[src/design/icon_pixel_color_effect_unit_macros.svh]
// Assertion macros used by the icon pixel color effect sequencer RTL.
`ifndef ICON_PIXEL_COLOR_EFFECT_UNIT_MACROS_SVH
`define ICON_PIXEL_COLOR_EFFECT_UNIT_MACROS_SVH

// Check a property on every rising edge outside reset.
`define ICPE_ASSERT(lbl, clk, rst_n, prop) \
  lbl: assert property (@(posedge clk) disable iff (!rst_n) (prop)) \
    else $error("icpe: assertion failed");

// Check that a condition implies another in the following cycle.
`define ICPE_ASSERT_NEXT(lbl, clk, rst_n, ante, cons) \
  lbl: assert property (@(posedge clk) disable iff (!rst_n) (ante) |=> (cons)) \
    else $error("icpe: assertion failed");

`endif

[src/design/icpe_pkg.sv]
// Types and constants of the icon pixel color effect unit.
`default_nettype none
package icpe_pkg;

  localparam int MAC_W = 17;
  localparam int ACC_W = 34;
  localparam int SUM_W = 32;

  localparam logic [1:0] MODE_NONE     = 2'd0;
  localparam logic [1:0] MODE_GRAY     = 2'd1;
  localparam logic [1:0] MODE_COLORIZE = 2'd2;
  localparam logic [1:0] MODE_MONO     = 2'd3;

  localparam logic KIND_MEASURE = 1'b0;
  localparam logic KIND_APPLY   = 1'b1;

  localparam logic [2:0] REG_MODE         = 3'd0;
  localparam logic [2:0] REG_STRENGTH     = 3'd1;
  localparam logic [2:0] REG_FIRST_COLOR  = 3'd2;
  localparam logic [2:0] REG_SECOND_COLOR = 3'd3;
  localparam logic [2:0] REG_HALVE_ALPHA  = 3'd4;

  localparam logic [1:0]  MODE_RST         = 2'd0;
  localparam logic [8:0]  STRENGTH_RST     = 9'd256;
  localparam logic [23:0] FIRST_COLOR_RST  = 24'd9470200;
  localparam logic [23:0] SECOND_COLOR_RST = 24'd0;

  typedef struct packed {
    logic [1:0]  mode;
    logic [8:0]  strength;
    logic [23:0] first_color;
    logic [23:0] second_color;
    logic        halve_alpha;
  } cfg_t;

  typedef enum logic [1:0] {
    BASE_ZERO = 2'd0,
    BASE_ACC  = 2'd1,
    BASE_EXT  = 2'd2
  } base_sel_t;

  typedef struct packed {
    logic      en;
    base_sel_t base_sel;
  } mac_ctl_t;

  function automatic logic [7:0] chan_of(input logic [23:0] color, input logic [1:0] idx);
    logic [7:0] c;
    case (idx)
      2'd0:    c = color[23:16];
      2'd1:    c = color[15:8];
      default: c = color[7:0];
    endcase
    return c;
  endfunction

endpackage
`default_nettype wire

[src/design/icpe_cfg.sv]
// Configuration register file with APB-style access.
`default_nettype none
module icpe_cfg (
  input  wire logic         clk,
  input  wire logic         rst_n,
  input  wire logic         cfg_psel,
  input  wire logic         cfg_penable,
  input  wire logic         cfg_pwrite,
  input  wire logic [4:0]   cfg_paddr,
  input  wire logic [31:0]  cfg_pwdata,
  output logic [31:0]       cfg_prdata,
  output logic              cfg_pready,
  output icpe_pkg::cfg_t    cfg
);
  import icpe_pkg::*;

  cfg_t       cfg_r, cfg_nxt;
  logic [2:0] idx;
  logic       wr;

  assign idx        = cfg_paddr[4:2];
  assign cfg_pready = 1'b1;
  assign wr         = cfg_psel & cfg_penable & cfg_pwrite & cfg_pready;
  assign cfg        = cfg_r;

  always_comb begin
    cfg_nxt = cfg_r;
    if (wr) begin
      unique case (idx)
        REG_MODE:         cfg_nxt.mode         = cfg_pwdata[1:0];
        REG_STRENGTH:     cfg_nxt.strength     = cfg_pwdata[8:0];
        REG_FIRST_COLOR:  cfg_nxt.first_color  = cfg_pwdata[23:0];
        REG_SECOND_COLOR: cfg_nxt.second_color = cfg_pwdata[23:0];
        REG_HALVE_ALPHA:  cfg_nxt.halve_alpha  = cfg_pwdata[0];
        default:          cfg_nxt = cfg_r;
      endcase
    end
  end

  always_comb begin
    unique case (idx)
      REG_MODE:         cfg_prdata = {30'd0, cfg_r.mode};
      REG_STRENGTH:     cfg_prdata = {23'd0, cfg_r.strength};
      REG_FIRST_COLOR:  cfg_prdata = {8'd0, cfg_r.first_color};
      REG_SECOND_COLOR: cfg_prdata = {8'd0, cfg_r.second_color};
      REG_HALVE_ALPHA:  cfg_prdata = {31'd0, cfg_r.halve_alpha};
      default:          cfg_prdata = 32'd0;
    endcase
  end

  always_ff @(posedge clk) begin
    if (!rst_n) begin
      cfg_r.mode         <= MODE_RST;
      cfg_r.strength     <= STRENGTH_RST;
      cfg_r.first_color  <= FIRST_COLOR_RST;
      cfg_r.second_color <= SECOND_COLOR_RST;
      cfg_r.halve_alpha  <= 1'b0;
    end else begin
      cfg_r <= cfg_nxt;
    end
  end

endmodule
`default_nettype wire

[src/design/icpe_mac.sv]
// Shared multiply-accumulate unit.
`default_nettype none
module icpe_mac (
  input  wire logic                         clk,
  input  wire icpe_pkg::mac_ctl_t           ctl,
  input  wire logic [icpe_pkg::MAC_W-1:0]   a,
  input  wire logic [icpe_pkg::MAC_W-1:0]   b,
  input  wire logic [icpe_pkg::SUM_W-1:0]   ext_base,
  output logic      [icpe_pkg::ACC_W-1:0]   mac_sum,
  output logic      [icpe_pkg::ACC_W-1:0]   acc_r
);
  import icpe_pkg::*;

  logic [ACC_W-1:0] prod;
  logic [ACC_W-1:0] base;

  assign prod = a * b;

  always_comb begin
    unique case (ctl.base_sel)
      BASE_ZERO: base = '0;
      BASE_ACC:  base = acc_r;
      BASE_EXT:  base = ACC_W'(ext_base);
      default:   base = '0;
    endcase
  end

  assign mac_sum = base + prod;

  always_ff @(posedge clk) begin
    if (ctl.en) begin
      acc_r <= mac_sum;
    end
  end

endmodule
`default_nettype wire

[src/design/icpe_seq.sv]
// Sequencer: statistics, per-channel effect steps and the output register.
`default_nettype none
`include "icon_pixel_color_effect_unit_macros.svh"
module icpe_seq #(
  parameter int MAX_PIXELS = 4096,
  parameter int CNT_W      = 13
) (
  input  wire logic                         clk,
  input  wire logic                         rst_n,
  input  wire icpe_pkg::cfg_t               cfg,
  input  wire logic                         in_tvalid,
  output logic                              in_tready,
  input  wire logic [31:0]                  in_tdata,
  input  wire logic [1:0]                   in_tuser,
  output logic                              out_tvalid,
  input  wire logic                         out_tready,
  output logic [31:0]                       out_tdata,
  output icpe_pkg::mac_ctl_t                mac_ctl,
  output logic      [icpe_pkg::MAC_W-1:0]   mac_a,
  output logic      [icpe_pkg::MAC_W-1:0]   mac_b,
  output logic      [icpe_pkg::SUM_W-1:0]   mac_base,
  input  wire logic [icpe_pkg::ACC_W-1:0]   mac_sum,
  input  wire logic [icpe_pkg::ACC_W-1:0]   acc_r
);
  import icpe_pkg::*;

  typedef enum logic [8:0] {
    S_IDLE  = 9'b000000001,
    S_MEAS1 = 9'b000000010,
    S_MEAS2 = 9'b000000100,
    S_DARK  = 9'b000001000,
    S_PRE1  = 9'b000010000,
    S_PRE2  = 9'b000100000,
    S_E1    = 9'b001000000,
    S_E2    = 9'b010000000,
    S_FIN   = 9'b100000000
  } state_t;

  state_t           state_r, state_nxt, chan_start;
  logic [1:0]       ch_r, ch_nxt;
  logic [7:0]       red_r, red_nxt, green_r, green_nxt, blue_r, blue_nxt;
  logic [7:0]       alpha_r, alpha_nxt;
  logic [7:0]       res0_r, res0_nxt, res1_r, res1_nxt, res2_r, res2_nxt;
  logic             dark_r, dark_nxt;
  logic             out_valid_r, out_valid_nxt;
  logic [31:0]      out_data_r, out_data_nxt;
  logic [SUM_W-1:0] sum_r, sum_nxt;
  logic [CNT_W-1:0] count_r, count_nxt, base_cnt;
  logic             all_gray_r, all_gray_nxt;

  logic [12:0]      gray_w;
  logic [7:0]       gray;
  logic [15:0]      g255;
  logic [8:0]       s, ns;
  logic [16:0]      ns255;
  logic [7:0]       c_first, c_second, o;
  logic [16:0]      tint_hi_sum;
  logic [7:0]       tint;
  logic [15:0]      eff;
  logic [15:0]      y;
  logic [16:0]      y_q;
  logic [7:0]       ch_res;
  logic             mono_gray;
  logic             out_free;

  assign gray_w   = 13'(11 * red_r) + {green_r, 4'b0} + 13'(5 * blue_r);
  assign gray     = gray_w[12:5];
  assign g255     = {gray, 8'h00} - {8'h00, gray};
  assign s        = (cfg.strength > 9'd256) ? 9'd256 : cfg.strength;
  assign ns       = 9'd256 - s;
  assign ns255    = {ns, 8'h00} - {8'h00, ns};
  assign c_first  = chan_of(cfg.first_color, ch_r);
  assign c_second = chan_of(cfg.second_color, ch_r);
  assign o        = (ch_r == 2'd0) ? red_r : ((ch_r == 2'd1) ? green_r : blue_r);
  assign mono_gray = (cfg.mode == MODE_MONO) && all_gray_r;
  assign base_cnt = in_tuser[1] ? '0 : count_r;
  assign out_free = !out_valid_r || out_tready;

  assign tint_hi_sum = acc_r[16:0] + {2'b00, c_first, 7'b0} - 17'd128;
  always_comb begin
    if (gray < 8'd128) begin
      tint = acc_r[14:7];
    end else if (gray == 8'd128) begin
      tint = c_first;
    end else begin
      tint = tint_hi_sum[14:7];
    end
  end

  always_comb begin
    case (cfg.mode)
      MODE_GRAY:     eff = {8'h00, gray};
      MODE_COLORIZE: eff = {8'h00, tint};
      MODE_MONO:     eff = all_gray_r ? acc_r[15:0] : {8'h00, (dark_r ? c_first : c_second)};
      default:       eff = {8'h00, o};
    endcase
  end

  assign y      = mac_sum[23:8];
  assign y_q    = {1'b0, y} + {9'd0, y[15:8]} + 17'd1;
  assign ch_res = mono_gray ? y_q[15:8] : mac_sum[15:8];

  assign chan_start = ((cfg.mode == MODE_COLORIZE) || mono_gray) ? S_PRE1 : S_E1;

  always_comb begin
    state_nxt     = state_r;
    ch_nxt        = ch_r;
    red_nxt       = red_r;
    green_nxt     = green_r;
    blue_nxt      = blue_r;
    alpha_nxt     = alpha_r;
    res0_nxt      = res0_r;
    res1_nxt      = res1_r;
    res2_nxt      = res2_r;
    dark_nxt      = dark_r;
    out_valid_nxt = out_valid_r;
    out_data_nxt  = out_data_r;
    sum_nxt       = sum_r;
    count_nxt     = count_r;
    all_gray_nxt  = all_gray_r;
    mac_ctl.en       = 1'b0;
    mac_ctl.base_sel = BASE_ZERO;
    mac_a         = '0;
    mac_b         = '0;
    mac_base      = sum_r;

    if (out_valid_r && out_tready) begin
      out_valid_nxt = 1'b0;
    end

    unique case (state_r)
      S_IDLE: begin
        if (in_tvalid) begin
          red_nxt   = in_tdata[7:0];
          green_nxt = in_tdata[15:8];
          blue_nxt  = in_tdata[23:16];
          alpha_nxt = in_tdata[31:24];
          ch_nxt    = 2'd0;
          if (in_tuser[0] == KIND_MEASURE) begin
            if (in_tuser[1]) begin
              sum_nxt      = '0;
              count_nxt    = '0;
              all_gray_nxt = 1'b1;
            end
            if (base_cnt < CNT_W'(MAX_PIXELS)) begin
              count_nxt    = base_cnt + 1'b1;
              all_gray_nxt = (in_tuser[1] | all_gray_r) &
                             (in_tdata[7:0] == in_tdata[15:8]) &
                             (in_tdata[15:8] == in_tdata[23:16]);
              state_nxt    = S_MEAS1;
            end
          end else if (cfg.mode == MODE_NONE) begin
            state_nxt = S_FIN;
          end else if ((cfg.mode == MODE_MONO) && !all_gray_r) begin
            state_nxt = S_DARK;
          end else begin
            state_nxt = chan_start;
          end
        end
      end
      S_MEAS1: begin
        mac_ctl.en       = 1'b1;
        mac_ctl.base_sel = BASE_EXT;
        mac_a     = MAC_W'(gray);
        mac_b     = MAC_W'(alpha_r);
        state_nxt = S_MEAS2;
      end
      S_MEAS2: begin
        mac_ctl.en       = 1'b1;
        mac_ctl.base_sel = BASE_ACC;
        mac_a     = MAC_W'(8'd255);
        mac_b     = MAC_W'(8'd255 - alpha_r);
        sum_nxt   = mac_sum[SUM_W-1:0];
        state_nxt = S_IDLE;
      end
      S_DARK: begin
        mac_a     = MAC_W'(g255);
        mac_b     = MAC_W'(count_r);
        dark_nxt  = mac_sum <= ACC_W'(sum_r);
        state_nxt = chan_start;
      end
      S_PRE1: begin
        mac_ctl.en = 1'b1;
        if (cfg.mode == MODE_COLORIZE) begin
          if (gray < 8'd128) begin
            mac_a = MAC_W'(c_first);
            mac_b = MAC_W'(gray);
          end else begin
            mac_a = MAC_W'(9'd256 - {1'b0, c_first});
            mac_b = MAC_W'(gray - 8'd128);
          end
          state_nxt = S_E1;
        end else begin
          mac_a     = MAC_W'(8'd255 - red_r);
          mac_b     = MAC_W'(c_first);
          state_nxt = S_PRE2;
        end
      end
      S_PRE2: begin
        mac_ctl.en       = 1'b1;
        mac_ctl.base_sel = BASE_ACC;
        mac_a     = MAC_W'(red_r);
        mac_b     = MAC_W'(c_second);
        state_nxt = S_E1;
      end
      S_E1: begin
        mac_ctl.en = 1'b1;
        mac_a     = MAC_W'(s);
        mac_b     = MAC_W'(eff);
        state_nxt = S_E2;
      end
      S_E2: begin
        mac_ctl.en       = 1'b1;
        mac_ctl.base_sel = BASE_ACC;
        mac_a = mono_gray ? ns255 : MAC_W'(ns);
        mac_b = MAC_W'(o);
        case (ch_r)
          2'd0:    res0_nxt = ch_res;
          2'd1:    res1_nxt = ch_res;
          default: res2_nxt = ch_res;
        endcase
        if (ch_r == 2'd2) begin
          state_nxt = S_FIN;
        end else begin
          ch_nxt    = ch_r + 2'd1;
          state_nxt = chan_start;
        end
      end
      S_FIN: begin
        if (out_free) begin
          out_valid_nxt = 1'b1;
          out_data_nxt[31:24] = cfg.halve_alpha ? {1'b0, alpha_r[7:1]} : alpha_r;
          if (cfg.mode == MODE_NONE) begin
            out_data_nxt[23:0] = {blue_r, green_r, red_r};
          end else begin
            out_data_nxt[23:0] = {res2_r, res1_r, res0_r};
          end
          state_nxt = S_IDLE;
        end
      end
      default: state_nxt = S_IDLE;
    endcase
  end

  assign in_tready  = state_r == S_IDLE;
  assign out_tvalid = out_valid_r;
  assign out_tdata  = out_data_r;

  always_ff @(posedge clk) begin
    if (!rst_n) begin
      state_r     <= S_IDLE;
      ch_r        <= 2'd0;
      out_valid_r <= 1'b0;
      sum_r       <= '0;
      count_r     <= '0;
      all_gray_r  <= 1'b1;
    end else begin
      state_r     <= state_nxt;
      ch_r        <= ch_nxt;
      out_valid_r <= out_valid_nxt;
      sum_r       <= sum_nxt;
      count_r     <= count_nxt;
      all_gray_r  <= all_gray_nxt;
    end
  end

  always_ff @(posedge clk) begin
    red_r      <= red_nxt;
    green_r    <= green_nxt;
    blue_r     <= blue_nxt;
    alpha_r    <= alpha_nxt;
    res0_r     <= res0_nxt;
    res1_r     <= res1_nxt;
    res2_r     <= res2_nxt;
    dark_r     <= dark_nxt;
    out_data_r <= out_data_nxt;
  end

  `ICPE_ASSERT(a_ch_range, clk, rst_n, ch_r <= 2'd2)
  `ICPE_ASSERT(a_count_max, clk, rst_n, count_r <= CNT_W'(MAX_PIXELS))
  `ICPE_ASSERT_NEXT(a_fin_loads, clk, rst_n, state_r == S_FIN && out_free, out_valid_r)
  `ICPE_ASSERT_NEXT(a_measure_silent, clk, rst_n,
    state_r == S_IDLE && in_tvalid && in_tuser[0] == KIND_MEASURE,
    state_r == S_IDLE || state_r == S_MEAS1)

endmodule
`default_nettype wire

[src/design/icon_pixel_color_effect_unit.sv]
// Icon pixel color effect unit: sequencer, shared MAC and register file.
// Usage:
//   in_*  : stream of RGBA pixels. tuser[0] selects measure (0) or apply (1),
//           tuser[1] on a measure pixel clears the brightness statistics.
//   out_* : one processed RGBA pixel per apply pixel; measure pixels give none.
//   cfg_* : APB-style register port; write only while the block is idle.
// Steps, all through one shared 17x17 multiply-accumulate unit:
//   measure pixel: accept, two MAC steps into the sum (none once the count is at MAX_PIXELS).
//   apply pixel: accept, the mean compare in monochrome by mean, then the
//   channel steps unless the mode is none, then the output register.
//   Each color channel takes two MAC steps for the blend, one more for the
//   tint and two more for the gray two-tone mix; the mean compare takes one.
// in_tready is high only while the sequencer is idle. A finished result sits
// in the output register; a new pixel is accepted while it waits, and the
// next result is held in the sequencer until out_tready frees the register.
// Reset clears the statistics (sum and count zero, all-gray set), empties
// the output register and loads the register defaults.
`default_nettype none
module icon_pixel_color_effect_unit #(
  parameter int MAX_PIXELS = 4096
) (
  input  wire logic        clk,
  input  wire logic        rst_n,
  input  wire logic        in_tvalid,
  output logic             in_tready,
  input  wire logic [31:0] in_tdata,    // in_red, in_green, in_blue, in_alpha
  input  wire logic [1:0]  in_tuser,    // kind, first
  output logic             out_tvalid,
  input  wire logic        out_tready,
  output logic [31:0]      out_tdata,   // out_red, out_green, out_blue, out_alpha
  input  wire logic        cfg_psel,
  input  wire logic        cfg_penable,
  input  wire logic        cfg_pwrite,
  input  wire logic [4:0]  cfg_paddr,
  input  wire logic [31:0] cfg_pwdata,
  output logic [31:0]      cfg_prdata,
  output logic             cfg_pready
);
  import icpe_pkg::*;

  localparam int CNT_W = $clog2(MAX_PIXELS + 1);

  cfg_t             cfg;
  mac_ctl_t         mac_ctl;
  logic [MAC_W-1:0] mac_a, mac_b;
  logic [SUM_W-1:0] mac_base;
  logic [ACC_W-1:0] mac_sum, acc_r;

  icpe_cfg u_cfg (
    .clk         (clk),
    .rst_n       (rst_n),
    .cfg_psel    (cfg_psel),
    .cfg_penable (cfg_penable),
    .cfg_pwrite  (cfg_pwrite),
    .cfg_paddr   (cfg_paddr),
    .cfg_pwdata  (cfg_pwdata),
    .cfg_prdata  (cfg_prdata),
    .cfg_pready  (cfg_pready),
    .cfg         (cfg)
  );

  icpe_mac u_mac (
    .clk      (clk),
    .ctl      (mac_ctl),
    .a        (mac_a),
    .b        (mac_b),
    .ext_base (mac_base),
    .mac_sum  (mac_sum),
    .acc_r    (acc_r)
  );

  icpe_seq #(
    .MAX_PIXELS (MAX_PIXELS),
    .CNT_W      (CNT_W)
  ) u_seq (
    .clk        (clk),
    .rst_n      (rst_n),
    .cfg        (cfg),
    .in_tvalid  (in_tvalid),
    .in_tready  (in_tready),
    .in_tdata   (in_tdata),
    .in_tuser   (in_tuser),
    .out_tvalid (out_tvalid),
    .out_tready (out_tready),
    .out_tdata  (out_tdata),
    .mac_ctl    (mac_ctl),
    .mac_a      (mac_a),
    .mac_b      (mac_b),
    .mac_base   (mac_base),
    .mac_sum    (mac_sum),
    .acc_r      (acc_r)
  );

endmodule
`default_nettype wire
[config.mk]
export PLATFORM = sky130hd
export DESIGN_NAME = icon_pixel_color_effect_unit
export DESIGN_NICKNAME = d
export VERILOG_FILES = /design/src/design/icpe_pkg.sv /design/src/design/icpe_cfg.sv /design/src/design/icpe_mac.sv /design/src/design/icpe_seq.sv /design/src/design/icon_pixel_color_effect_unit.sv
export VERILOG_INCLUDE_DIRS = /design/src /design/src/design
export SDC_FILE = /design/constraint.sdc
export NUM_CORES = 1
export LEC_CHECK = 0
export ABC_AREA = 1
export BUFFER_PORTS_ARGS = -buffer_cell sky130_fd_sc_hd__buf_2
export CAP_MARGIN = 20
export CORE_MARGIN = 1
export CORE_UTILIZATION = 35
export CTS_BUF_LIST = sky130_fd_sc_hd__clkbuf_4
export CTS_CLUSTER_SIZE = 25
export DETAILED_ROUTE_END_ITERATION = 10
export GPL_TIMING_DRIVEN = 0
export PLACE_DENSITY = 0.54
export SETUP_SLACK_MARGIN = 0.15
export SLEW_MARGIN = 20
export SYNTH_ARGS = -nofsm -noshare
export SYNTH_HDL_FRONTEND = slang
export SYNTH_SLANG_ARGS = --single-unit
[constraint.sdc]
create_clock -name clk -period 12.15 [get_ports clk]
set_input_delay 1.215 -clock clk [delete_from_list [all_inputs] [get_ports clk]]
set_output_delay 1.215 -clock clk [all_outputs]
set_load 0.01 [all_outputs]
# Yosys cells after proc, flatten, opt, wreduce, memory -nomap -nowiden
# Cells that the tools add are included.
[totals] register_bits=241 input_bits=78 out_inout_bits=67 word_cells=160
[op_classes] addsub=16 multipliers=3 n_lt_le_gt_ge=4 n_eq_ne=29 n_mux=48 bitwise=7 reduce_logical=31
[op_table] op="case mux 17 bit (7 select lines)" n=2
[op_table] op="case mux 24 bit (5 select lines)" n=1
[op_table] op="two-way mux 32 bit" n=3
[op_table] op="two-way mux 17 bit" n=5
[op_table] op="two-way mux 9 bit" n=8
[op_table] op="case mux 9 bit (8 select lines)" n=1
[op_table] op="case mux 34 bit (2 select lines)" n=1
[op_table] op="case mux 32 bit (2 select lines)" n=1
[op_table] op="two-way mux 8 bit" n=6
[op_table] op="case mux 16 bit (3 select lines)" n=1
[op_table] op="adder 34 bit" n=1
[op_table] op="<= comparator 34 x 32 -> 1 bit" n=1
[op_table] op="multiplier 17 x 17 -> 34 bit" n=1
[op_table] op="case mux 8 bit (2 select lines)" n=2
[op_table] op="two-way mux 13 bit" n=2
[op_table] op="two-way mux 24 bit" n=1
[op_table] op="two-way mux 7 bit" n=3
[op_table] op="AND reduction 2 bit" n=10
[op_table] op="subtractor 8 x 8 -> 9 bit, first input constant" n=2
[op_table] op="subtractor 17 x 9 -> 17 bit" n=1
[op_table] op="adder 16 x 1 -> 16 bit, second input constant" n=1
[op_table] op="adder 16 x 8 -> 16 bit" n=1
[op_table] op="equality test 8 bit" n=2
[op_table] op="two-way mux 16 bit" n=1
[op_table] op="other kinds (50)" n=80

# Depth between registers and ports, before layout
# Gate-level depths: netlist of run 1.
[depth] ltp_word=13 mapped_depth=67 depth_no_buf=66

# By module
# From an unflattened synthesis of run 1, not the netlist that was laid out.
[unflattened] cells_unflattened=3832 area_unflattened_um2=27875.5
[by_module_without_submodules] module="icpe_mac" n_inst=1 cells_each=1719 area_each_um2=12801.0 seq_area_each_um2=1021.0
[by_module_without_submodules] module="icpe_seq" n_inst=1 cells_each=1649 area_each_um2=12201.7 seq_area_each_um2=3833.7
[by_module_without_submodules] module="icpe_cfg" n_inst=1 cells_each=464 area_each_um2=2872.8 seq_area_each_um2=1201.2

# Least setup slack after synthesis of run 1
# OpenSTA, ideal clock, no wires.
[synth_timing] path_kind="register to register" start="reg u_seq.red_r[3]" end="reg u_seq.res0_r[1] (data pin)" setup_time_ns=0.262 arrival_ns=10.051 required_ns=11.888 setup_slack_ns=1.838 stages_incl_launch_ff=55 n_path_buf=2 period_less_slack_ns=10.312 cell_sequence="edfxtp_1 > ha_1 > fa_1 > fa_1 > fa_1 > ha_1 > nand2_1 > nand2_1 > inv_1 > nand2_1 > nand2_1 > and2_1 > buf_2 > ha_1 > inv_1 > nor2_4 > nand2_1 > nor2_2 > [... 19 more ...] > inv_1 > fa_1 > inv_1 > ha_1 > a21oi_1 > o21ai_0 > a21oi_1 > nand2_1 > a21oi_1 > xor2_1 > ha_1 > nand3b_1 > nand2_1 > inv_1 > nand3_1 > or2_2 > nand3_1 > nand2_1"
[synth_via] elab_chain_cells=13 word_cells_on_any_way=23 classes_between="8 x add/sub; 2 x mul; 1 x order compare; 1 x eq/ne; 11 x mux"
[synth_lines] item="start, declared" line="icpe_seq.sv:41" source="logic [7:0] red_r, red_nxt, green_r, green_nxt, blue_r, blue_nxt;"
[synth_lines] item="start signal, assigned" line="icpe_seq.sv:268" source="red_r <= red_nxt;"
[synth_lines] item="branches (longest 8 deep; another with adder 12 x 12 -> 13 bit)"
[synth_lines] item="multiplier 17 x 17 -> 34 bit *" line="icpe_mac.sv:17" source="assign prod = a * b;"
[synth_lines] item="adder 34 bit *" line="icpe_mac.sv:28" source="assign mac_sum = base + prod;"
[synth_lines] item="named net mac_sum[23]" line="icon_pixel_color_effect_unit.sv:47" source="logic [ACC_W-1:0] mac_sum, acc_r;"
[synth_lines] item="adder 16 x 8 -> 16 bit *" line="icpe_seq.sv:100" source="assign y_q = {1'b0, y} + {9'd0, y[15:8]} + 17'd1;"
[synth_lines] item="adder 16 x 1 -> 16 bit *" line="icpe_seq.sv:100"
[synth_lines] item="two-way mux 8 bit *" line="icpe_seq.sv:101" source="assign ch_res = mono_gray ? y_q[15:8] : mac_sum[15:8];"
[synth_lines] item="named net u_seq.ch_res[1]" line="icpe_seq.sv:62" source="logic [7:0] ch_res;"
[synth_lines] item="end signal, assigned" line="icpe_seq.sv:272" source="res0_r <= res0_nxt;"
[synth_lines] item="end, declared" line="icpe_seq.sv:43" source="logic [7:0] res0_r, res0_nxt, res1_r, res1_nxt, res2_r, res2_nxt;"
# Mark *: on every way through the listed nets, which the timed path passes.
# A chain may end at the register's enable or synchronous reset.

# Final worst setup path of run 1
[layout_timing] start="reg u_seq.red_r[4]" end="reg u_seq.res0_r[4] (data pin)"
# Same word-level chain as after synthesis.

==> impl_results.md, run 1 <==
* Clk root buf: clkbuf_4
* Chip height at around 280 um
* Worst slew pin tran at between 1000 and 1500 ps
* Vias in the first global route at around 23,000
* Congestion Overflow GR at 0
* Worst Hold Launch: u_cfg.cfg[9]
* Slew HR at about a quarter
* Commonest non-fill, non-tap cell in the layout: inv_1
* Total power at ~0.0038 W
* Share of cells above drive strength 1 at 12.7%
* Most frequent CP cell: fa_1
* Area of the core at around 74,000 um^2
* Largest net degree at the start of global routing at 28
* Final Wtd Congestion at between 0.9 and 1
* Synth Area per Inst at between 7 and 8 um^2
* Num CTS Buffers at 69
* CTS tree: done
* Syn Inst Count at roughly 3,400
* WL/cell at about 20 um
* DIE WIDTH at between 200 and 300 um
* Clock power share at 19.8%
* Post-synthesis sequential area ratio at roughly 23%
* Req. time, crit path at between 10,000 and 15,000 ps
* Clk_skew at 96.3 ps
* Critical Path Max Stage Delay at ~660 ps
* Hold EP: u_cfg.cfg[9]
* WHS Path Cells at 2
* Hold slack at between 400 and 500 ps
* Critical Path Start Type: register
* Die area at 76,100 um^2
* CTS Hold Bufs at 0
* Global-route wire length before repair at about 140,000 um
* Run status: complete, no violations
* Number of vias per cell at 5.06
* Most frequent cells in the layout: inv_1 (751), nand2_1 (674), fa_1 (268)
* Combinational share of power at 56.3%
* IO Count at 145
* Net Sw Frac at between 40% and 50%
* Crit Path Class: register to register
* H-tree level count at 3
* Clk sinks at around 240
* Worst reg2reg setup slack at around 650 ps
* Hold Path Class: register to register
* Critical Path Slowest Stage Cell: fa_1
* Sequential share of power at 23.9%
* Pleak at between 10 and 15 nW
* Crit. End Element: register
* First-pass DRT Iterations at 6
* Arrival @ worst endpoint at 11,890 ps
* Initial Utilization at 35.3%
* R2R depth at 49
* Slew Viols, Final at 0
* Hold Violations, Final at 0
* All-Layer GR Usage at approximately 25%
* Final Setup Violations at 0
* Post-route ant nets at 0
* Layout Nets at 4,234
* RSZ-0062 raised after global routing: false
* Worst-path clk slew at 70 ps
* Seq cells post-synth at about 240
* Internal at about 0.002 W
* VDD IR-drop max at 0.128 mV
* RR Startpoint: u_seq.red_r[4]
* Most used DFF post-synth: edfxtp_1
* DP HPWL at roughly 76,000 um
* Antenna violations before repair at 3
* Syn Std Cell Area at 26,200 um^2
* Starting DRC count in detailed routing at roughly 2,100
* Final wirelength at roughly 93,000 um
* FF-to-FF End: u_seq.res0_r[4]
* Area Overhead vs Synth at 14.2%
* Clk Latency, worst-skew pair at a little over 800 ps
* DRC at 0
* Via count at roughly 24,000
* Maximum Capacitance Violations at 0
* Fin crit share at approximately 95%
* Post-synth cell types at 62
* Async set or reset register ratio after synthesis at 0%
* Maximum clock insertion buffer count at 3
* PortBufs at between 100 and 150
* Row count at 100
* Crit Path Max Fanout at 10
* Final worst path period need at about 11,000 ps
* Final Core Density at 40.3%
* Max Fclk at 87.0 MHz
* Pwr Density at approximately 130 nW/um^2
* Synth Warn # at 0
* Switching power at 0.00182 W
* Post-synth EDFFs at 123
==> kinds of logic (layout without fill, tap and decap cells) <==
logic type / Yosys count / after routing / share of synthesized area [%]
AND/OR/NAND/NOR: 1222 / 1222 / 19.9
buffers and inverters: 878 / 1169 / 13.2
AO/OA/AOI/OAI: 534 / 534 / 11.9
adder cells (fa/ha/maj): 476 / 476 / 30.4
flip-flops: 241 / 241 / 23.1
XOR/XNOR: 48 / 48 / 1.63
other: 2 / 42 / 0.0286
==> stage by stage <==
step                      setup TNS [ps]  cells  setup slack [ps]  area [um^2]
after CTS                              0   4673               114        29400
after global routing                   0   4701               132        30000
after detailed placement          -14240   4542              -753        28300
final                                  0   4701               651        30000
after floorplan                        0   3438              1840        26400
after global placement            -13250   4531              -736        28200
==> registers in the layout, summed over array words and instances (netlist names), 9 cells and up <==
register,flops
u_seq.mac_base,32
u_cfg.cfg,60
u_seq.state_r,9
u_seq.out_tdata,32
u_seq.count_r,13
u_mac.acc_r,34
==> worst max-delay path, delay by kind of cell (launching register included) <==
family	cells	cell delay, ps
AOI/OAI and AO/OA	4	830
xor gates and xnor gates	1	110
adders and majority gates	13	5920
buffers and inverters	12	1350
DFF	1	480
and+or+nand+nor	19	2410
==> power groups by stage <==
stage | Sequential (W) | Combinational [W] | Clock, W
after global routing | 0.000919 | 0.00242 | 0.000827
final | 0.000917 | 0.00217 | 0.000763
after CTS | 0.000917 | 0.00190 | 0.000786
after floorplan | 0.000928 | 0.00133 | 0
after detailed placement | 0.000939 | 0.00186 | 0
after global placement | 0.000941 | 0.00185 | 0
==> worst max path at each step <==
| stage | from | to |
|---|---|---|
| floorplan | u_seq.red_r[3] | u_seq.res0_r[1] |
| global placement | u_seq.red_r[0] | u_seq.dark_r |
| detailed placement | u_seq.red_r[3] | u_seq.dark_r |
| CTS | u_seq.red_r[2] | u_seq.dark_r |
| global route | u_seq.red_r[2] | u_seq.res1_r[1] |
| finish | u_seq.red_r[4] | u_seq.res0_r[4] |
==> layer usage <==
layer / GRT usage (%) / routed length, um / vias up
met1: 35.2 / 42100 / 11500
met3: 3.62 / 6240 / 157
li1: - / - / 11300
met5: 0 / 0 / -
met2: 39.4 / 41900 / 885
met4: 7.62 / 2970 / 0
==> what timing repair did <==
item                       CTS  global route
resized for setup           19            86
buffers inserted            11            25
hold endpoints to repair     0             0
pin swaps                    2            24
cloned                       0             0
setup endpoints to repair   25            25
==> area by class of cell <==
| cell class | count | area, um^2 |
|---|---|---|
| fillers | 7894 | 44400 |
| multi-input cells | 2319 | 17300 |
| flip-flops and latches | 241 | 6060 |
| inverters | 771 | 2900 |
| well taps | 969 | 1210 |
| repair buffers | 171 | 1010 |
| clock buffers | 100 | 751 |
| plain buffers | 107 | 583 |
| clock inverters | 20 | 114 |
| diodes | 3 | 7.51 |
==> synthesized netlist by cell type (3+ instances only) <==
master | instances | area, um^2
nor2_2 | 13 | 81.3
o22ai_1 | 45 | 282
a32oi_1 | 6 | 52.6
a211oi_1 | 12 | 90.1
buf_4 | 18 | 135
a31oi_1 | 6 | 37.5
nand3_2 | 9 | 90.1
o21bai_1 | 4 | 30.0
clkbuf_1 | 61 | 229
o211ai_1 | 30 | 225
clkinv_1 | 7 | 26.3
xnor2_1 | 10 | 87.6
a21boi_0 | 4 | 30.0
nor3_1 | 27 | 135
o21ai_2 | 4 | 35.0
o221ai_1 | 5 | 43.8
nor2_4 | 7 | 78.8
o21a_1 | 4 | 30.0
a21oi_1 | 212 | 1060
nand3b_1 | 7 | 52.6
dfxtp_1 | 118 | 2360
a22oi_1 | 5 | 37.5
buf_6 | 9 | 101
o2111ai_1 | 5 | 43.8
nand4_1 | 23 | 144
or2_2 | 3 | 18.8
and2_1 | 6 | 37.5
o21ai_0 | 160 | 801
nand2_4 | 5 | 56.3
buf_1 | 3 | 11.3
a21o_1 | 4 | 30.0
xor2_1 | 37 | 324
nand3_1 | 141 | 706
nand2_1 | 689 | 2590
edfxtp_1 | 123 | 3690
inv_1 | 753 | 2830
nor2_1 | 252 | 946
inv_2 | 11 | 41.3
buf_2 | 15 | 75.1
a32o_1 | 18 | 180
nor4_1 | 10 | 62.6
ha_1 | 208 | 2600
nand2_2 | 23 | 144
fa_1 | 268 | 5370
Power figures use the tool's default switching activity.
==> inputs of run 2 (changes only) <==
--- a/config.mk
+++ b/config.mk
@@ -6,7 +6,6 @@
 export SDC_FILE = /design/constraint.sdc
 export NUM_CORES = 1
 export LEC_CHECK = 0
-export ABC_AREA = 1
 export BUFFER_PORTS_ARGS = -buffer_cell sky130_fd_sc_hd__buf_2
 export CAP_MARGIN = 20
 export CORE_MARGIN = 1
==> run 2 against run 1 <==
Flip-flop and latch count unchanged. Fmax decreased by 4.8%. Sequential power decreased by 2%. Design area increased by 5.2%. Highest routed layer unchanged.
==> impl_results.md, run 2 <==
* Run status: complete, no violations
* Req. time, crit path at ~13,000 ps
* Post-synth EDFFs at about 120
* Worst slew pin tran at around 1200 ps
* Most used DFF post-synth: edfxtp_1
* Syn Std Cell Area at roughly 25,000 um^2
* Top-count cell post-synth: inv_1
* Antenna violations before repair at 3
* Clk sinks at roughly 240
* Yosys top cell by area: fa_1
* Top cells by count, synth: inv_1 (459), nor2_1 (311), fa_1 (268)
* Syn Inst Count at ~2,900
* DRC at 0
* Area Overhead vs Synth at 23.9%
* Yosys top cell area share at about a fifth
* All-Layer GR Usage at about a quarter
* Synth Warn # at 0
* Crit Path Max Fanout at 8
* Congestion Overflow GR at 0
* VDD IR-drop max at between 0.15 and 0.2 mV
* Crit Path Class: register to register
* H-tree level count at 3
* Maximum Capacitance Violations at 0
* Global-route wire length before repair at roughly 130,000 um
* Pleak at about 13 nW
* Slew Viols, Final at 0
* Final Wtd Congestion at about 0.96
* Most frequent cells in the layout: inv_1 (442), nor2_1 (300), fa_1 (265)
* Post-synthesis sequential area ratio at a little under a quarter
* Worst reg2reg setup slack at roughly 70 ps
* R2R depth at 51
* Async set or reset register ratio after synthesis at 0%
* Commonest non-fill, non-tap cell in the layout: inv_1
* Starting DRC count in detailed routing at 1,761
* Maximum clock insertion buffer count at 3
* Initial Utilization at 35.5%
* Critical Path Start Type: register
* Most frequent CP cell: fa_1
* IO Count at 145
* Pre-CTS setup slack at -2970 ps
* Number of vias per cell at 5.23
* CTS Hold Bufs at 0
* Die area at 73,800 um^2
* Crit. End Element: register
* Share of cells above drive strength 1 at a little over a fifth
* Inst Count DP at around 4,000
* Crit path capture: u_seq.res2_r[3]
* FF-to-FF End: u_seq.res2_r[3]
* Arrival @ worst endpoint at around 13,000 ps
* Hold Violations, Final at 0
* Max Fclk at a little over 80 MHz
* Vias in the first global route at around 22,000
* Row count at 98
* CTS tree: done
* Via count at around 22,000
* Seq cells post-synth at roughly 240
* CP Launch Point: u_seq.blue_r[5]
* Num CTS Buffers at a little under 70
* Post-synth cell types at 93
* Final Setup Violations at 0
* DIE WIDTH at approximately 270 um
* Area of the core at about 72,000 um^2
* Pwr Density at around 140 nW/um^2
* Clk_skew at 71.4 ps
* Clk root buf: clkbuf_4
* Final std cells w/o fill at about 4,300
* Post-route ant nets at 0
* Final wirelength at just under 90,000 um
* RSZ-0062 raised after global routing: true
* RR Startpoint: u_seq.blue_r[5]
* Final worst path period need at 12,080 ps
* Hold Path Class: register to register
* Slew HR at about a fifth
* Clk Latency, worst-skew pair at 800 ps
* Area contributors post-synth: fa_1 (21%), edfxtp_1 (15%), ha_1 (10%), dfxtp_1 (9.3%), inv_1 (6.8%)
* Critical Path Slowest Stage Cell: fa_1
* Worst-path clk slew at around 60 ps
* Largest net degree at the start of global routing at 33
* Chip height at roughly 270 um
* Final Worst Setup Slack at 71.5 ps
* DP HPWL at ~70,000 um
* Max reg flops at 60
* Layout Nets at roughly 3,800
* Synth Area per Inst at 8.92 um^2
* WL/cell at ~21 um
* PortBufs at about 120
* First-pass DRT Iterations at 6
* Critical Path Max Stage Delay at 580 ps
* Fin crit share at between 90% and 100%
## run 2: worst max-delay path, delay by kind of cell, from the launching register on
| family | cells | cell delay, ps |
|---|---|---|
| xor gates and xnor gates | 3 | 500 |
| buffers and inverters | 15 | 1460 |
| and+or+nand+nor | 8 | 1460 |
| DFF | 1 | 550 |
| muxes | 2 | 280 |
| AOI/OAI and AO/OA | 9 | 1820 |
| adders and majority gates | 14 | 5710 |
## run 2: what timing repair did
item,4_1_cts,5_1_grt
pin swaps,87,102
gates cloned,0,1
endpoints found under the setup margin,59,25
setup buffers,106,55
resized for setup,236,126
## run 2: power by group
part / total, W / internal, W / switching, W
Clock: 0.000764 / 0.000402 / 0.000362
Sequential: 0.000903 / 0.000882 / 0.0000211
Combinational: 0.00262 / 0.00119 / 0.00143
Total: 0.00429 / 0.00248 / 0.00181
## run 2: metal layers
metal / GRT usage, % / share of wire (%) / up-vias
li1: - / - / 10400
met1: 32.8 / 44 / 10900
met2: 38.2 / 45 / 833
met3: 4.89 / 7.3 / 141
met4: 8.16 / 3.3 / 0
met5: 0 / 0 / -
## run 2: kinds of logic after synthesis
logic type	after synthesis	synth area share, %
fa+ha+maj	476	31.3
xor+xnor	75	2.61
simple gates	839	15.2
other cells	2	0.0295
compound gates	542	14.5
flops	241	23.8
mux	83	3.52
buf+inv	595	9.06
## run 2: layout make-up
class	count	area [um^2]
fill	7093	40200
multi-input combinational	2054	18700
sequential	241	6060
timing repair buffer	294	2170
inverter	459	1720
tap	950	1190
buffer	136	820
clock buffer	101	758
clock inverter	16	104
antenna	2	5.00
## run 2: how the worst min path moves through the flow
| stage | end | slack, ps | startpoint | cells past startpoint |
|---|---|---|---|---|
| 3_5_place_dp | u_cfg.cfg[34] | 460 | u_cfg.cfg[34] | 2 |
| 3_3_place_gp | u_cfg.cfg[33] | 460 | u_cfg.cfg[33] | 2 |
| 6_report | u_cfg.cfg[34] | 470 | u_cfg.cfg[34] | 2 |
| 2_1_floorplan | u_cfg.cfg[9] | 450 | u_cfg.cfg[9] | 2 |
| 4_1_cts | u_cfg.cfg[34] | 470 | u_cfg.cfg[34] | 2 |
| 5_1_grt | u_cfg.cfg[35] | 490 | u_cfg.cfg[35] | 2 |
## run 2: per-stage QoR
stage                     util, %  TNS (ps)  cell area, um^2  hold slack [ps]  total power, W
after detailed placement     38.4    -78790            27600              462         0.00236
after CTS                    42.4         0            30400              471         0.00388
after global routing         43.9     -5060            31500              493         0.00451
after floorplan                 -         0            25600              446         0.00193
final                        43.9         0            31500              471         0.00429
after global placement       38.2    -94080            27400              456         0.00236
==> inputs of run 3 (changes only) <==
--- a/config.mk
+++ b/config.mk
@@ -6,15 +6,15 @@
 export SDC_FILE = /design/constraint.sdc
 export NUM_CORES = 1
 export LEC_CHECK = 0
-export BUFFER_PORTS_ARGS = -buffer_cell sky130_fd_sc_hd__buf_2
 export CAP_MARGIN = 20
 export CORE_MARGIN = 1
 export CORE_UTILIZATION = 35
 export CTS_BUF_LIST = sky130_fd_sc_hd__clkbuf_4
 export CTS_CLUSTER_SIZE = 25
 export DETAILED_ROUTE_END_ITERATION = 10
+export DONT_BUFFER_PORTS = 1
 export GPL_TIMING_DRIVEN = 0
-export PLACE_DENSITY = 0.54
+export PLACE_DENSITY = 0.52
 export SETUP_SLACK_MARGIN = 0.15
 export SLEW_MARGIN = 20
 export SYNTH_ARGS = -nofsm -noshare
==> run 3 against run 2 <==
Die area is the same. Power grew 4.9%. Worst setup slack gained 12 ps. Critical path depth shrank 5. Hold slack lost 1.6 ps. Core utilization shrank 0.62 points. Sequential share of layout area grew 0.27 points. Fmax is essentially flat. Sequential power is essentially flat. Register-to-register slack is essentially flat. Clock skew grew 8.5 ps. Critical path type unchanged. Largest power group unchanged.
==> impl_results.md, run 3 (same netlist as run 2, synthesis figures left out) <==
* Run status: complete, no violations
* Initial Utilization at roughly 35%
* Fin crit share at about 100%
* Req. time, crit path at approximately 13,000 ps
* Clk Latency, worst-skew pair at around 820 ps
* RR Startpoint: u_seq.blue_r[4]
* Slew HR at 19.8%
* Pwr Density at around 140 nW/um^2
* First-pass DRT Iterations at 5
* All-Layer GR Usage at between 20% and 30%
* Area of the multi-input gates at 18,800 um^2
* Arrival @ worst endpoint at 12,590 ps
* Post-route ant nets at 0
* Commonest non-fill, non-tap cell in the layout: inv_1
* Global-route wire length before repair at 140,000 um
* Most frequent cells in the layout: inv_1 (443), nor2_1 (303), fa_1 (266)
* Via count at around 22,000
* Sequential share of power at 20.1%
* Inst Count DP at roughly 3,800
* RSZ-0062 raised after global routing: true
* Net Sw Frac at between 40% and 50%
* Area Overhead vs Synth at 22.1%
* FF-to-FF End: u_seq.dark_r
* Worst slew pin tran at between 1000 and 1500 ps
* Final wirelength at 94,100 um
* Chip height at ~270 um
* Final std cells w/o fill at roughly 4,100
* Final Setup Violations at 0
* CTS tree: done
* Layout Nets at ~3,700
* Total power at 0.00449 W
* Internal at roughly 0.0026 W
* PortBufs at 0
* Clock power share at 18.5%
* CP Buf/Inv Count at 12
* Num CTS Buffers at 69
* WL/cell at around 23 um
* Largest net degree at the start of global routing at 33
* Setup TNS at 0 ps
* Critical Path Slowest Stage Cell: fa_1
* VDD IR-drop max at roughly 0.22 mV
* Congestion Overflow GR at 0
* R2R depth at 46
* Switching power at about 0.0019 W
* Max reg flops at 60
* Hold Violations, Final at 0
* Final Core Density at a little over two fifths
* Starting DRC count in detailed routing at approximately 1,800
* Maximum clock insertion buffer count at 3
* Critical Path Max Stage Delay at 610 ps
* Clk root buf: clkbuf_4
* Worst reg2reg setup slack at 80 ps
* Sequential cell area at 6060 um^2
* Share of cells above drive strength 1 at about a fifth
* Row count at 98
* Hold Path Class: input pin to register
* H-tree level count at 3
* Maximum Capacitance Violations at 0
* IO Count at 145
* Placed cell area at 26,900 um^2
* Clk sinks at roughly 240
* Most frequent CP cell: fa_1
* Fin area at between 30,000 and 40,000 um^2
* Max Fclk at 82.9 MHz
* DP HPWL at between 70,000 and 80,000 um
* WHS Path Cells at 1
* Clk_skew at approximately 80 ps
* Hold EP: u_cfg.cfg[28]
* Worst-path clk slew at roughly 60 ps
* Area of the core at 71,700 um^2
* Final worst path period need at about 12,000 ps
* Crit Path Class: register to register
* Combinational share of power at ~61%
* Pleak at 12.9 nW
* DRC at 0
* Slew Viols, Final at 0
* Largest delay share family, worst path: adder cells
* Fillers at roughly 7,100
* Crit Path Max Fanout at 10
* Crit. End Element: register
* Number of vias per cell at 5.38
* Vias in the first global route at roughly 22,000
* Critical Path Start Type: register
* DIE WIDTH at between 200 and 300 um
* Antenna violations before repair at 1
* Final Wtd Congestion at 0.946
* Die area at roughly 74,000 um^2
* Worst Hold Launch: rst_n
[run 3: power by group through the flow]
stage | clock network (W) | logic (W) | registers [W]
global placement | 0 | 0.00143 | 0.000927
finish | 0.000830 | 0.00276 | 0.000905
CTS | 0.000852 | 0.00236 | 0.000903
floorplan | 0 | 0.00102 | 0.000911
global route | 0.000892 | 0.00292 | 0.000905
detailed placement | 0 | 0.00144 | 0.000926
[run 3: worst max-delay path by stage]
stage                                 end       startpoint  cells past startpoint  slack, ps
after global placement    u_seq.res1_r[6]   u_seq.red_r[2]                     49      -3290
final                        u_seq.dark_r  u_seq.blue_r[4]                     46         80
after detailed placement  u_seq.res2_r[6]   u_seq.red_r[3]                     48      -3230
after floorplan           u_seq.res0_r[7]   u_seq.red_r[3]                     47        190
after CTS                 u_seq.res1_r[6]   u_seq.red_r[5]                     49        110
after global routing      u_seq.res0_r[7]   u_seq.red_r[5]                     51       -230
[run 3: per-layer routing]
metal / part of all wire, % / GRT usage (%) / routed length [um] / vias up
met5: 0 / 0 / 0 / -
met4: 3.7 / 8.80 / 3460 / 0
met3: 6.9 / 4.62 / 6500 / 162
met2: 46 / 40.3 / 43000 / 879
met1: 44 / 34.5 / 41200 / 11200
li1: - / - / - / 10100
[run 3: what timing repair did]
item | CTS | global route
pin swaps | 102 | 83
endpoints found under the hold margin | 0 | 0
resized for setup | 273 | 96
hold buffers | 0 | 0
endpoints found under the setup margin | 61 | 25
setup buffers | 131 | 42
[run 3: area by class of cell]
type / count / area share, %
multi-input combinational: 2054 / 60.5
buffer: 136 / 2.46
antenna: 2 / 0.0161
timing repair buffer: 180 / 5.08
clock inverter: 20 / 0.503
inverter: 459 / 5.54
clock buffer: 106 / 2.56
tap: 950 / 3.83
sequential: 241 / 19.5
[run 3: worst reg2reg max path: cells and delay by family, from the launching register on]
kind	cells	cell delay, ps
simple gates	12	2180
buf+inv	12	1550
flops	1	520
compound gates	7	1620
fa+ha+maj	13	5580
xor+xnor	2	360
[run 3: through the flow]
stage                     setup WS, ps  hold slack (ps)
final                             83.1              470
after global routing              -235              438
after CTS                          107              378
after detailed placement         -3230              463
after global placement           -3290              454
after floorplan                    186              446
